===== src/hw/rtl/slp_pkg.sv =====
// Package for the SAM alignment line parser: result record type, field
// kinds, number-parser modes and character constants. No dependencies.
package slp_pkg;

  localparam int CNT_W = 25;                     // column byte count, saturates at 2**24
  localparam logic [CNT_W-1:0] CNT_CAP = CNT_W'(25'h100_0000);
  localparam int OUT_DATA_W = 184;

  typedef enum logic [2:0] {
    KIND_QNAME   = 3'd0,
    KIND_RNAME   = 3'd1,
    KIND_CIGAR   = 3'd2,
    KIND_RNEXT   = 3'd3,
    KIND_BASE    = 3'd4,
    KIND_QUAL    = 3'd5,
    KIND_SUMMARY = 3'd6,
    KIND_NUMBER  = 3'd7
  } kind_t;

  typedef enum logic [2:0] {
    MODE_LEAD   = 3'd0,
    MODE_SIGNED = 3'd1,
    MODE_ZERO   = 3'd2,
    MODE_HEXPFX = 3'd3,
    MODE_DEC    = 3'd4,
    MODE_OCT    = 3'd5,
    MODE_HEX    = 3'd6
  } num_mode_t;

  localparam logic [3:0] ST_OK       = 4'd0;
  localparam logic [3:0] ST_BAD_QUAL = 4'd11;
  localparam logic [3:0] ST_MISMATCH = 4'd12;
  localparam logic [3:0] ST_BAD_SEQ  = 4'd10;

  localparam logic [3:0] COL_QNAME = 4'd0;
  localparam logic [3:0] COL_FLAG  = 4'd1;
  localparam logic [3:0] COL_POS   = 4'd3;
  localparam logic [3:0] COL_MAPQ  = 4'd4;
  localparam logic [3:0] COL_PNEXT = 4'd7;
  localparam logic [3:0] COL_TLEN  = 4'd8;
  localparam logic [3:0] COL_SEQ   = 4'd9;
  localparam logic [3:0] COL_QUAL  = 4'd10;

  localparam logic [7:0] CH_TAB = 8'h09;
  localparam logic [7:0] CH_LF  = 8'h0A;
  localparam logic [7:0] CH_CR  = 8'h0D;
  localparam logic [7:0] CH_NUL = 8'h00;
  localparam logic [7:0] CH_EOF = 8'h1A;
  localparam logic [7:0] QUAL_OFFSET_RESET = 8'd33;

  typedef struct packed {
    logic [2:0]         item_kind;
    logic [7:0]         data_byte;
    logic [15:0]        byte_index;
    logic [31:0]        flag_word;
    logic signed [32:0] zero_based_pos;
    logic [7:0]         mapping_quality;
    logic [31:0]        mate_pos;
    logic signed [31:0] template_length;
    logic [15:0]        sequence_length;
    logic [3:0]         status;
  } result_t;

  function automatic kind_t col_kind(input logic [3:0] f);
    kind_t k;
    unique case (f)
      4'd0:    k = KIND_QNAME;
      4'd2:    k = KIND_RNAME;
      4'd5:    k = KIND_CIGAR;
      4'd6:    k = KIND_RNEXT;
      4'd9:    k = KIND_BASE;
      4'd10:   k = KIND_QUAL;
      default: k = KIND_NUMBER;
    endcase
    return k;
  endfunction

endpackage


===== src/hw/rtl/slp_front.sv =====
// Front end of the SAM line parser: takes one text byte per transaction,
// tracks columns, parses numeric columns and builds result records. Uses slp_pkg.
module slp_front #(
  parameter int MAX_SEQ_LEN = 65535
) (
  input  logic                 clk,
  input  logic                 rst_n,
  input  logic                 byte_valid,
  input  logic [7:0]           byte_data,
  input  logic                 room,
  input  logic [7:0]           qoff,
  output logic                 res_valid,
  output slp_pkg::result_t     res
);
  import slp_pkg::*;

  logic [3:0]       field_r, field_nxt;
  logic [CNT_W-1:0] cnt_r, cnt_nxt, cnt_inc;
  logic [31:0]      acc_r, acc_nxt;
  num_mode_t        mode_r, mode_nxt;
  logic             neg_r, neg_nxt, seen_r, seen_nxt, skip_r, skip_nxt;
  logic [31:0]      hflag_r, hflag_nxt, hmate_r, hmate_nxt, htlen_r, htlen_nxt;
  logic [32:0]      hpos_r, hpos_nxt;
  logic [7:0]       hmapq_r, hmapq_nxt;
  logic [CNT_W-1:0] hseq_r, hseq_nxt;

  logic        fire, le, blank, dig09, num_ok, cl_ok;
  logic [4:0]  d;
  logic [36:0] a10, a8, a16;
  logic [31:0] val;
  logic [3:0]  fin_st;
  kind_t       kind;
  num_mode_t   nm;
  logic [31:0] na;
  logic        nn, ns;

  function automatic result_t mk_sum(input logic [3:0] st, input logic [31:0] fl,
                                     input logic [32:0] ps, input logic [7:0] mq,
                                     input logic [31:0] mt, input logic [31:0] tl,
                                     input logic [15:0] sl);
    result_t r;
    r = '0;
    r.item_kind = KIND_SUMMARY;
    r.status = st;
    if (st == ST_OK) begin
      r.flag_word = fl;
      r.zero_based_pos = ps;
      r.mapping_quality = mq;
      r.mate_pos = mt;
      r.template_length = tl;
      r.sequence_length = sl;
    end
    return r;
  endfunction

  assign fire = byte_valid && room;
  assign le = (byte_data == CH_NUL) || (byte_data == CH_LF) || (byte_data == CH_CR) ||
              (byte_data == CH_EOF);
  assign blank = (byte_data == 8'h20) || (byte_data == 8'h0B) || (byte_data == 8'h0C);
  assign dig09 = (byte_data >= 8'h30) && (byte_data <= 8'h39);
  assign kind = col_kind(field_r);
  assign cnt_inc = (cnt_r < CNT_CAP) ? cnt_r + 1'b1 : cnt_r;

  always_comb begin
    if (dig09) d = 5'(byte_data - 8'h30);
    else if (byte_data >= 8'h61 && byte_data <= 8'h66) d = 5'(byte_data - 8'h57);
    else if (byte_data >= 8'h41 && byte_data <= 8'h46) d = 5'(byte_data - 8'h37);
    else d = 5'd16;
  end

  assign a10 = {2'b0, acc_r, 3'b0} + {4'b0, acc_r, 1'b0} + {33'b0, d[3:0]};
  assign a8  = {2'b0, acc_r, 3'b0} + {33'b0, d[3:0]};
  assign a16 = {1'b0, acc_r, 4'b0} + {33'b0, d[3:0]};

  // One character of a numeric column.
  always_comb begin
    nm = mode_r; na = acc_r; nn = neg_r; ns = seen_r; num_ok = 1'b0;
    unique case (mode_r)
      MODE_LEAD, MODE_SIGNED: begin
        if (mode_r == MODE_LEAD && blank) begin
          num_ok = 1'b1;
        end else if (mode_r == MODE_LEAD && byte_data == 8'h2B) begin
          nm = MODE_SIGNED; num_ok = 1'b1;
        end else if (mode_r == MODE_LEAD && byte_data == 8'h2D) begin
          nn = 1'b1; nm = MODE_SIGNED; num_ok = 1'b1;
        end else if (byte_data == 8'h30) begin
          nm = MODE_ZERO; ns = 1'b1; num_ok = 1'b1;
        end else if (dig09) begin
          nm = MODE_DEC; ns = 1'b1; na = a10[31:0]; num_ok = (a10[36:32] == '0);
        end
      end
      MODE_ZERO: begin
        if (byte_data == 8'h78 || byte_data == 8'h58) begin
          nm = MODE_HEXPFX; num_ok = 1'b1;
        end else begin
          nm = MODE_OCT; ns = 1'b1; na = a8[31:0];
          num_ok = dig09 && (d < 5'd8) && (a8[36:32] == '0);
        end
      end
      MODE_HEXPFX, MODE_HEX: begin
        nm = MODE_HEX; ns = 1'b1; na = a16[31:0];
        num_ok = (d < 5'd16) && (a16[36:32] == '0);
      end
      MODE_DEC: begin
        ns = 1'b1; na = a10[31:0]; num_ok = dig09 && (a10[36:32] == '0);
      end
      MODE_OCT: begin
        ns = 1'b1; na = a8[31:0]; num_ok = dig09 && (d < 5'd8) && (a8[36:32] == '0);
      end
      default: num_ok = 1'b0;
    endcase
  end

  assign cl_ok = seen_r && (mode_r != MODE_HEXPFX) &&
                 !((field_r == COL_TLEN) && (acc_r > (neg_r ? 32'h8000_0000 : 32'h7FFF_FFFF)));
  assign val = neg_r ? (32'd0 - acc_r) : acc_r;
  assign fin_st = (cnt_r == '0) ? ST_BAD_QUAL : ((cnt_r != hseq_r) ? ST_MISMATCH : ST_OK);

  always_comb begin
    field_nxt = field_r; cnt_nxt = cnt_r; acc_nxt = acc_r; mode_nxt = mode_r;
    neg_nxt = neg_r; seen_nxt = seen_r; skip_nxt = skip_r;
    hflag_nxt = hflag_r; hpos_nxt = hpos_r; hmapq_nxt = hmapq_r;
    hmate_nxt = hmate_r; htlen_nxt = htlen_r; hseq_nxt = hseq_r;
    res_valid = 1'b0;
    res = '0;
    if (fire) begin
      priority if (skip_r || le) begin
        if (le) begin
          if (!skip_r && !(field_r == COL_QNAME && cnt_r == '0)) begin
            res_valid = 1'b1;
            res = mk_sum((field_r == COL_QUAL) ? fin_st : field_r + 4'd1, hflag_r, hpos_r,
                         hmapq_r, hmate_r, htlen_r, hseq_r[15:0]);
          end
          field_nxt = COL_QNAME; skip_nxt = 1'b0; cnt_nxt = '0; acc_nxt = '0;
          mode_nxt = MODE_LEAD; neg_nxt = 1'b0; seen_nxt = 1'b0;
        end
      end else if (byte_data == CH_TAB) begin
        if (field_r == COL_QUAL) begin
          res_valid = 1'b1; skip_nxt = 1'b1;
          res = mk_sum(fin_st, hflag_r, hpos_r, hmapq_r, hmate_r, htlen_r, hseq_r[15:0]);
        end else if (cnt_r == '0 || (kind == KIND_NUMBER && !cl_ok)) begin
          res_valid = 1'b1; skip_nxt = 1'b1;
          res = mk_sum(field_r + 4'd1, hflag_r, hpos_r, hmapq_r, hmate_r, htlen_r,
                       hseq_r[15:0]);
        end else begin
          if (kind == KIND_NUMBER) begin
            unique case (field_r)
              COL_FLAG:  hflag_nxt = val;
              COL_POS:   hpos_nxt = {1'b0, val} - 33'd1;
              COL_MAPQ:  hmapq_nxt = val[7:0];
              COL_PNEXT: hmate_nxt = val;
              default:   htlen_nxt = val;
            endcase
          end
          if (field_r == COL_SEQ) hseq_nxt = cnt_r;
          field_nxt = field_r + 4'd1; cnt_nxt = '0; acc_nxt = '0;
          mode_nxt = MODE_LEAD; neg_nxt = 1'b0; seen_nxt = 1'b0;
        end
      end else if (kind == KIND_NUMBER) begin
        cnt_nxt = cnt_inc; acc_nxt = na; mode_nxt = nm; neg_nxt = nn; seen_nxt = ns;
        if (!num_ok) begin
          res_valid = 1'b1; skip_nxt = 1'b1;
          res = mk_sum(field_r + 4'd1, hflag_r, hpos_r, hmapq_r, hmate_r, htlen_r,
                       hseq_r[15:0]);
        end
      end else if (field_r == COL_SEQ && cnt_r >= CNT_W'(MAX_SEQ_LEN)) begin
        res_valid = 1'b1; skip_nxt = 1'b1;
        res = mk_sum(ST_BAD_SEQ, hflag_r, hpos_r, hmapq_r, hmate_r, htlen_r, hseq_r[15:0]);
      end else begin
        res_valid = 1'b1;
        res.item_kind = kind;
        res.data_byte = (field_r == COL_QUAL) ? byte_data - qoff : byte_data;
        res.byte_index = cnt_r[15:0];
        cnt_nxt = cnt_inc;
      end
    end
  end

  always_ff @(posedge clk) begin
    if (!rst_n) begin
      field_r <= COL_QNAME; cnt_r <= '0; acc_r <= '0; mode_r <= MODE_LEAD;
      neg_r <= 1'b0; seen_r <= 1'b0; skip_r <= 1'b0;
      hflag_r <= '0; hpos_r <= '0; hmapq_r <= '0; hmate_r <= '0; htlen_r <= '0;
      hseq_r <= '0;
    end else begin
      field_r <= field_nxt; cnt_r <= cnt_nxt; acc_r <= acc_nxt; mode_r <= mode_nxt;
      neg_r <= neg_nxt; seen_r <= seen_nxt; skip_r <= skip_nxt;
      hflag_r <= hflag_nxt; hpos_r <= hpos_nxt; hmapq_r <= hmapq_nxt;
      hmate_r <= hmate_nxt; htlen_r <= htlen_nxt; hseq_r <= hseq_nxt;
    end
  end

endmodule


===== src/hw/rtl/slp_queue.sv =====
// Back end of the SAM line parser: a two-entry result queue whose head
// drives the output stream directly from registers. Uses slp_pkg.
module slp_queue (
  input  logic              clk,
  input  logic              rst_n,
  input  logic              push,
  input  slp_pkg::result_t  push_data,
  output logic              room,
  output logic              head_valid,
  output slp_pkg::result_t  head_data,
  input  logic              pop_ready
);
  import slp_pkg::*;

  result_t    mem_r [2];
  logic       wp_r, wp_nxt, rp_r, rp_nxt;
  logic [1:0] cnt_r, cnt_nxt;
  logic       pop;

  assign room = (cnt_r != 2'd2);
  assign head_valid = (cnt_r != 2'd0);
  assign head_data = mem_r[rp_r];
  assign pop = head_valid && pop_ready;

  always_comb begin
    wp_nxt = push ? ~wp_r : wp_r;
    rp_nxt = pop ? ~rp_r : rp_r;
    cnt_nxt = cnt_r + {1'b0, push} - {1'b0, pop};
  end

  always_ff @(posedge clk) begin
    if (push) mem_r[wp_r] <= push_data;
    if (!rst_n) begin
      wp_r <= 1'b0; rp_r <= 1'b0; cnt_r <= 2'd0;
    end else begin
      wp_r <= wp_nxt; rp_r <= rp_nxt; cnt_r <= cnt_nxt;
    end
  end

endmodule


===== src/hw/rtl/sam_alignment_line_parser_core.sv =====
// Results: the result of a text byte is pushed into the queue at the same edge that
// accepts the byte, and out_* shows it once it reaches the queue head.
// Throughput: one byte per cycle; the front parser takes a byte whenever the
// two-entry result queue has room, so output stalls only back up after two results.
// Reset: synchronous, active low; clears column state, held values and the queue,
// and sets the quality offset to 33.
module sam_alignment_line_parser_core #(
  parameter int MAX_SEQ_LEN = 65535
) (
  input  logic         clk,
  input  logic         rst_n,
  input  logic         in_tvalid,
  output logic         in_tready,
  input  logic [7:0]   in_tdata,   // [7:0] text_byte
  output logic         out_tvalid,
  input  logic         out_tready,
  output logic [slp_pkg::OUT_DATA_W-1:0] out_tdata,
    // [7:0] data_byte, [23:8] byte_index, [55:24] flag_word, [88:56] zero_based_pos,
    // [96:89] mapping_quality, [128:97] mate_pos, [160:129] template_length,
    // [176:161] sequence_length, [180:177] status, [183:181] zero
  output logic [2:0]   out_tuser,  // [2:0] item_kind
  input  logic         cfg_valid,
  output logic         cfg_ready,
  input  logic [7:0]   cfg_data    // quality_offset
);
  import slp_pkg::*;

  // Quality offset register: always writable; users must change it only while idle.
  logic [7:0] qoff_r;
  logic       room, res_valid;
  result_t    res, head;

  assign cfg_ready = 1'b1;

  always_ff @(posedge clk) begin
    if (!rst_n) qoff_r <= QUAL_OFFSET_RESET;
    else if (cfg_valid) qoff_r <= cfg_data;
  end

  // The front end accepts a byte whenever the queue has space for one result.
  assign in_tready = room;

  slp_front #(.MAX_SEQ_LEN(MAX_SEQ_LEN)) u_front (
    .clk(clk), .rst_n(rst_n), .byte_valid(in_tvalid), .byte_data(in_tdata),
    .room(room), .qoff(qoff_r), .res_valid(res_valid), .res(res)
  );

  slp_queue u_queue (
    .clk(clk), .rst_n(rst_n), .push(res_valid), .push_data(res), .room(room),
    .head_valid(out_tvalid), .head_data(head), .pop_ready(out_tready)
  );

  assign out_tuser = head.item_kind;
  assign out_tdata = {3'b0, head.status, head.sequence_length, head.template_length,
                      head.mate_pos, head.mapping_quality, head.zero_based_pos,
                      head.flag_word, head.byte_index, head.data_byte};

endmodule


===== config.mk =====
export PLATFORM = sky130hd
export DESIGN_NAME = sam_alignment_line_parser_core
export DESIGN_NICKNAME = d
export VERILOG_FILES = /design/src/hw/rtl/slp_pkg.sv /design/src/hw/rtl/slp_front.sv /design/src/hw/rtl/slp_queue.sv /design/src/hw/rtl/sam_alignment_line_parser_core.sv
export SDC_FILE = /design/constraint.sdc
export NUM_CORES = 2
export LEC_CHECK = 0
export BUFFER_PORTS_ARGS = -buffer_cell sky130_fd_sc_hd__buf_2
export CAP_MARGIN = 25
export CORE_ASPECT_RATIO = 0.9
export CORE_MARGIN = 2
export CORE_UTILIZATION = 61
export CTS_CLUSTER_DIAMETER = 150
export DETAILED_ROUTE_END_ITERATION = 10
export GPL_TIMING_DRIVEN = 0
export PLACE_DENSITY = 0.84
export SLEW_MARGIN = 20
export SYNTH_ARGS = -nofsm -noshare
export SYNTH_HDL_FRONTEND = slang
export SYNTH_HIERARCHICAL = 1
export SYNTH_SLANG_ARGS = --single-unit

===== constraint.sdc =====
create_clock -name clk -period 18 [get_ports clk]
set_clock_uncertainty 0.05 [all_clocks]
set_input_delay 2.7 -clock clk [delete_from_list [all_inputs] [get_ports clk]]
set_output_delay 2.7 -clock clk [all_outputs]
set_load 0.05 [all_outputs]

# Yosys cells after proc, flatten, opt, wreduce, memory -nomap -nowiden
# Memories as Yosys holds them, arrays and structs flattened. A register that Yosys moved wholly into a read port is not among the register bits.
# Index checks and enable logic that the tools add are counted.
[classes]
addsub = 14
n_lt_le_gt_ge = 11
eq_ne = 50
mux = 110
bitwise_logic = 6
reduce_logical = 67
[op_table]
columns = ["cell", "count"]
rows = [
  ["$mux W184", 9],
  ["$mux W153", 3],
  ["$mux W32", 14],
  ["$mux W25", 8],
  ["$pmux W32 S5", 1],
  ["$mux W1", 45],
  ["$eq A8 B4 Y1 const B", 5],
  ["$add A36 B4 Y37", 1],
  ["$add A37 B4 Y37", 1],
  ["$add A35 B33 Y36", 1],
  ["$add A35 B4 Y36", 1],
  ["$mux W3", 12],
  ["$mux W4", 9],
  ["$reduce_and A7 Y1", 5],
  ["$sub A32 B1 Y33 const B", 1],
  ["$eq A8 B6 Y1 const B", 4],
  ["$gt A32 B32 Y1", 1],
  ["$sub A1 B32 Y32 const A", 1],
  ["$mux W27", 1],
  ["$add A25 B1 Y25 const B", 1],
  ["$ge A25 B16 Y1 const B", 1],
  ["$logic_not A25 Y1", 1],
  ["$lt A25 B25 Y1 const B", 1],
  ["$ne A25 B25 Y1", 1],
  ["56 further kinds", 130],
]
[word_totals]
reg_bits = 241
mem_bits_rw = 368
in_bits = 21
out_inout_bits = 190
elab_cells = 276
memories = 1
[mem_list]
columns = ["memory", "words", "word_bits", "rd", "rd_ports_with_merged_regs", "wr", "line", "rtl"]
rows = [
  ["u_queue.mem_r", 2, 184, 1, 1, 1, "slp_queue.sv:15", "result_t mem_r [2];"],
]

# Logic depth before layout (Yosys ltp)
[logic_depth]
word_depth = 20
depth_mapped = 23
mapped_depth_nobuf = 23

# Hierarchy
# The synthesis kept the hierarchy.
[modules_own_cells]
columns = ["module", "instances", "cells_each", "area_per_inst_um2", "seq_area_each_um2"]
rows = [
  ["slp_front", 1, 2236, 16657.2, 4584.4],
  ["slp_queue", 1, 595, 13543.0, 11150.7],
  ["sam_alignment_line_parser_core", 1, 31, 334.1, 160.2],
]

# Least setup slack after synthesis
# No wires, ideal clock.
[synth_path]
kind = "input to register"
start = "input in_tdata[0]"
end = "register u_queue.wp_r"
setup_time_ns = 0.096
t_arrival_ns = 15.628
required_ns = 17.854
setup_slack_ns = 2.227
cell_stages = 22
path_buffers = 0
path_cell_list = "inv_1 -> ha_1 -> inv_1 -> o311ai_0 -> a31oi_1 -> a21oi_1 -> nor2_1 -> ha_1 -> ha_1 -> fa_1 -> a21o_1 -> a221o_1 -> a211o_1 -> a21oi_1 -> o221a_2 -> o41ai_1 -> mux2i_1 -> a21oi_1 -> o21bai_1 -> a21oi_1 -> nor2b_1 -> o21a_1"
[synth_via]
elab_chain_cells = 18
elab_cells_between_ends = 63
classes_between = "add/sub (6); order compare (8); eq/ne (12); mux (16); reduce/logical (21)"
[synth_lines]
columns = ["element", "line", "rtl"]
rows = [
  ["start: declaration", "sam_alignment_line_parser_core.sv:14", "input logic [7:0] in_tdata,"],
  ["$ge A8 B7 Y1 or $le A8 B7 Y1 (tied branches)", "slp_front.sv:67", "else if (byte_data >= 8'h41 && byte_data <= 8'h46) d = 5'(byte_data - 8'h37);"],
  ["$logic_and A1 B1 Y1", "slp_front.sv:67", ""],
  ["$mux W5", "slp_front.sv:67", ""],
  ["$mux W5", "slp_front.sv:66", "else if (byte_data >= 8'h61 && byte_data <= 8'h66) d = 5'(byte_data - 8'h57);"],
  ["$mux W5", "slp_front.sv:65", "if (dig09) d = 5'(byte_data - 8'h30);"],
  ["$add A37 B4 Y37", "slp_front.sv:71", "assign a10 = {2'b0, acc_r, 3'b0} + {4'b0, acc_r, 1'b0} + {33'b0, d[3:0]};"],
  ["$logic_not A5 Y1", "slp_front.sv:89, slp_front.sv:105", ""],
  ["$mux W1", "slp_front.sv:88", "end else if (dig09) begin"],
  ["[... 3 more ...]", "n/a", ""],
  ["$mux W1", "slp_front.sv:80", "if (mode_r == MODE_LEAD && blank) begin"],
  ["$pmux W1 S5", "slp_front.sv:78", "unique case (mode_r)"],
  ["$mux W1", "slp_front.sv:161", "if (!num_ok) begin"],
  ["$mux W1", "slp_front.sv:159", "end else if (kind == KIND_NUMBER) begin"],
  ["$mux W1", "slp_front.sv:137", "end else if (byte_data == CH_TAB) begin"],
  ["$mux W1 *", "slp_front.sv:127", "priority if (skip_r || le) begin"],
  ["$mux W1 *", "slp_front.sv:126", "if (fire) begin"],
  ["named net res_valid", "sam_alignment_line_parser_core.sv:30", "logic room, res_valid;"],
  ["end signal: assignment", "slp_queue.sv:36", "wp_r <= wp_nxt; rp_r <= rp_nxt; cnt_r <= cnt_nxt;"],
  ["end: declaration", "slp_queue.sv:16", "logic wp_r, wp_nxt, rp_r, rp_nxt;"],
]
# The timed path passes the listed nets; every way through them passes the cells marked *.
# A chain may end at the register's enable or synchronous reset.

==> summary.md <==
| Metric | Value |
|---|---|
| Number of synthesized register bits | 610 |
| Chip height | around 220 um |
| RSZ-0062 raised after global routing | no |
| Main synth FF type | edfxtp_1 |
| Die Area | 51900 um2 |
| Total CTS buffers | between 50 and 60 |
| Slew margin rel. | 0.120 |
| MaxCap Viol Count | 0 |
| Hold Crit Class | register to register |
| PostCTS Resize Cnt | 0 |
| 1st-iter DRT viols | 2886 |
| Drt wl/cell | 23.5 um |
| Largest net degree at the start of global routing | 47 |
| Worst-case clock buffer depth | 3 |
| Count leader, synth | edfxtp_1 |
| N_diodes | 0 |
| Crit start category | primary input |
| Row count | 77 |
| Clk root buf | clkbuf_16 |
| Min cycle time layout | 9520 ps |
| Post-synth EDFFs | 368 |
| Area grow syn2layout | 14.1% |
| Hold buffers post-CTS | 0 |
| Netlist cell types | 83 |
| Worst-path fanout max | 10 |
| Synth area leader | edfxtp_1 |
| CP Class | primary input to register |
| Area share of the largest cell type after synthesis | 0.362 |
| Worst hold slack | 415 ps |
| Pre-antenna DRT Iters | 8 |
| Routed Antenna Nets | 0 |
| TritonCTS clock tree | built |
| Commonest cells in the netlist | 368 x edfxtp_1, 276 x nor2_1, 242 x dfxtp_1 |
| Pwr Total | 0.00400 W |
| Placed cell area | 32800 um2 |
| Period utilisation layout | 0.529 |
| Vias | 24800 |
| Pleak | around 14 nW |
| First-pass GRT wire length | about 140 mm |
| Share of layout cells above drive strength 1 | 0.176 |
| Post-Route WL | between 90 and 100 mm |
| Fin util | 0.706 |
| Clk sinks | 610 |
| Pwr/cell area | 115 nW/um2 |
| Pins Over Slew Limit | 0 |
| Post-CTS Setup Bufs | 0 |
| Synth Warn # | 6 |
| Post-synth ARST share | 0 |
| Design Area, Final | 34800 um2 |
| Final Hold Fails | 0 |
| Setup_tns | 0 ps |
| Clock Latency Late Sink | between 600 and 700 ps |
| GRT Total Usage | 0.345 |
| Crit. End Element | register |
| I/O Buffers | 205 |
| Core area | 49300 um2 |
| Max VDD drop | 0.0762 mV |
| Initial Util | 0.619 |
| Number of setup violations in the final report | 0 |
| Area contributors post-synth | edfxtp_1 36%, dfxtp_1 16%, mux2_2 6.8% |
| Final Wtd Congestion | 0.980 |
| # DRC | 0 |
| Fillers | 3449 |
| Post-detail-place hpwl | 65.6 mm |
| Register area share after synthesis | 0.521 |
| WP data required | 18390 ps |
| Ports | 211 |
| Die X-Extent | 240 um |
| Vias per inst | 6.40 |
| CP Data Arrival Time | about 10000 ps |
| Outcome | complete, no violations |
| Synthesized area per cell | 10.7 um2 |
| Vias in the first global route | ~24000 |
| Post-synthesis instance total | 2862 |
| Worst Tran Pin Value | 1310 ps |
| Final nets | 3296 |
| Synthesized area | 30500 um2 |
| Fmax | 105 MHz |
| H-tree depth | 2 |
| Initial antenna violation count | 2 |
| Grt ovf | 0 |
| CTS clk-pin slew, worst paths | 70 ps |
-- layer usage --
metal,GRT usage,wire length [um],up-vias
met4,0.157,4160,0
met3,0.0540,8440,265
met2,0.553,42100,1455
met5,0,0,-
met1,0.465,36400,12000
li1,-,-,11100
-- power breakdown --
part | internal [W] | leakage, nW | switching (W)
sequential | 0.00161 | 5.50 | 0.0000332
clock | 0.000732 | 0.992 | 0.000538
combinational | 0.000304 | 7.34 | 0.000787
total | 0.00264 | 13.8 | 0.00136
-- per-stage QoR --
step | setup slack [ps] | cells
6_report | 8480 | 3873
2_1_floorplan | 2230 | 2864
5_1_grt | 8280 | 3873
3_3_place_gp | -3140 | 3740
3_5_place_dp | 8170 | 3760
4_1_cts | 8760 | 3871
-- cell families after synthesis --
kind of cell | after synthesis | share of synthesized area
compound gates | 534 | 0.112
xor+xnor | 156 | 0.0454
fa+ha+maj | 123 | 0.0509
buf+inv | 265 | 0.0374
flops | 610 | 0.521
mux | 214 | 0.0777
other cells | 2 | 0.000246
simple gates | 958 | 0.155
-- placed cells by master, fill, tap and decap left out, types with 57 or more instances in the layout --
master	count
dfxtp_1	241
a211oi_1	96
edfxtp_1	368
xnor2_1	84
mux2_2	185
buf_2	213
nor3_1	57
xor2_1	69
clkbuf_16	62
nand2_1	186
o21ai_0	105
nor2_1	276
a21oi_1	165
nand3_1	91
clkbuf_1	174
ha_1	121
and3_1	172
-- cell type report --
cell class | instances | area, um2 | share of cell area
clock inverters | 31 | 314 | 0.00901
inverters | 54 | 203 | 0.00582
clock buffers | 80 | 1690 | 0.0485
plain buffers | 211 | 938 | 0.0269
multi-input cells | 1989 | 13500 | 0.389
well taps | 671 | 840 | 0.0241
flip-flops and latches | 610 | 15900 | 0.456
repair buffers | 227 | 1420 | 0.0409
-- final timing paths --
path	startpoint	endpoint	slack, ps	cells after the start
hold / removal	u_front/hseq_r[18]	u_front/hseq_r[18]	410	2
hold reg to reg	u_front/hseq_r[18]	u_front/hseq_r[18]	410	2
setup / recovery	in_tdata[4]	u_queue/mem_r[1][93]	8480	22
setup reg to reg	u_front/neg_r	u_queue/mem_r[1][93]	11060	14
-- state kept, by name (all words and copies together) (netlist names), named ones only --
signal / cells
u_front/hmate_r: 32
u_front/hpos_r: 33
qoff_r: 8
u_queue/wp_r: 1
u_front/acc_r: 32
u_front/cnt_r: 25
u_front/skip_r: 1
u_queue/mem_r: 368
u_front/hmapq_r: 8
u_front/seen_r: 1
u_front/neg_r: 1
u_front/field_r: 4
u_queue/rp_r: 1
u_queue/cnt_r: 2
u_front/mode_r: 3
u_front/hseq_r: 25
u_front/hflag_r: 32
u_front/htlen_r: 32
-- critical path: stages --
cell      delay, ps
buf_2           120
clkbuf_1        390
nand3_1         210
a21oi_1         600
inv_1           140
a21oi_1         200
nor2_1           80
ha_1            280
ha_1            250
fa_1            410
a21o_1          190
a221o_1         420
a211o_1         350
a21oi_1         400
o221a_2         330
o41ai_1         120
mux2i_1         140
a21oi_1         430
a311o_1         930
clkbuf_1        480
clkbuf_1        380
and3_1          340
No activity file was read; power rests on OpenSTA's default activity.
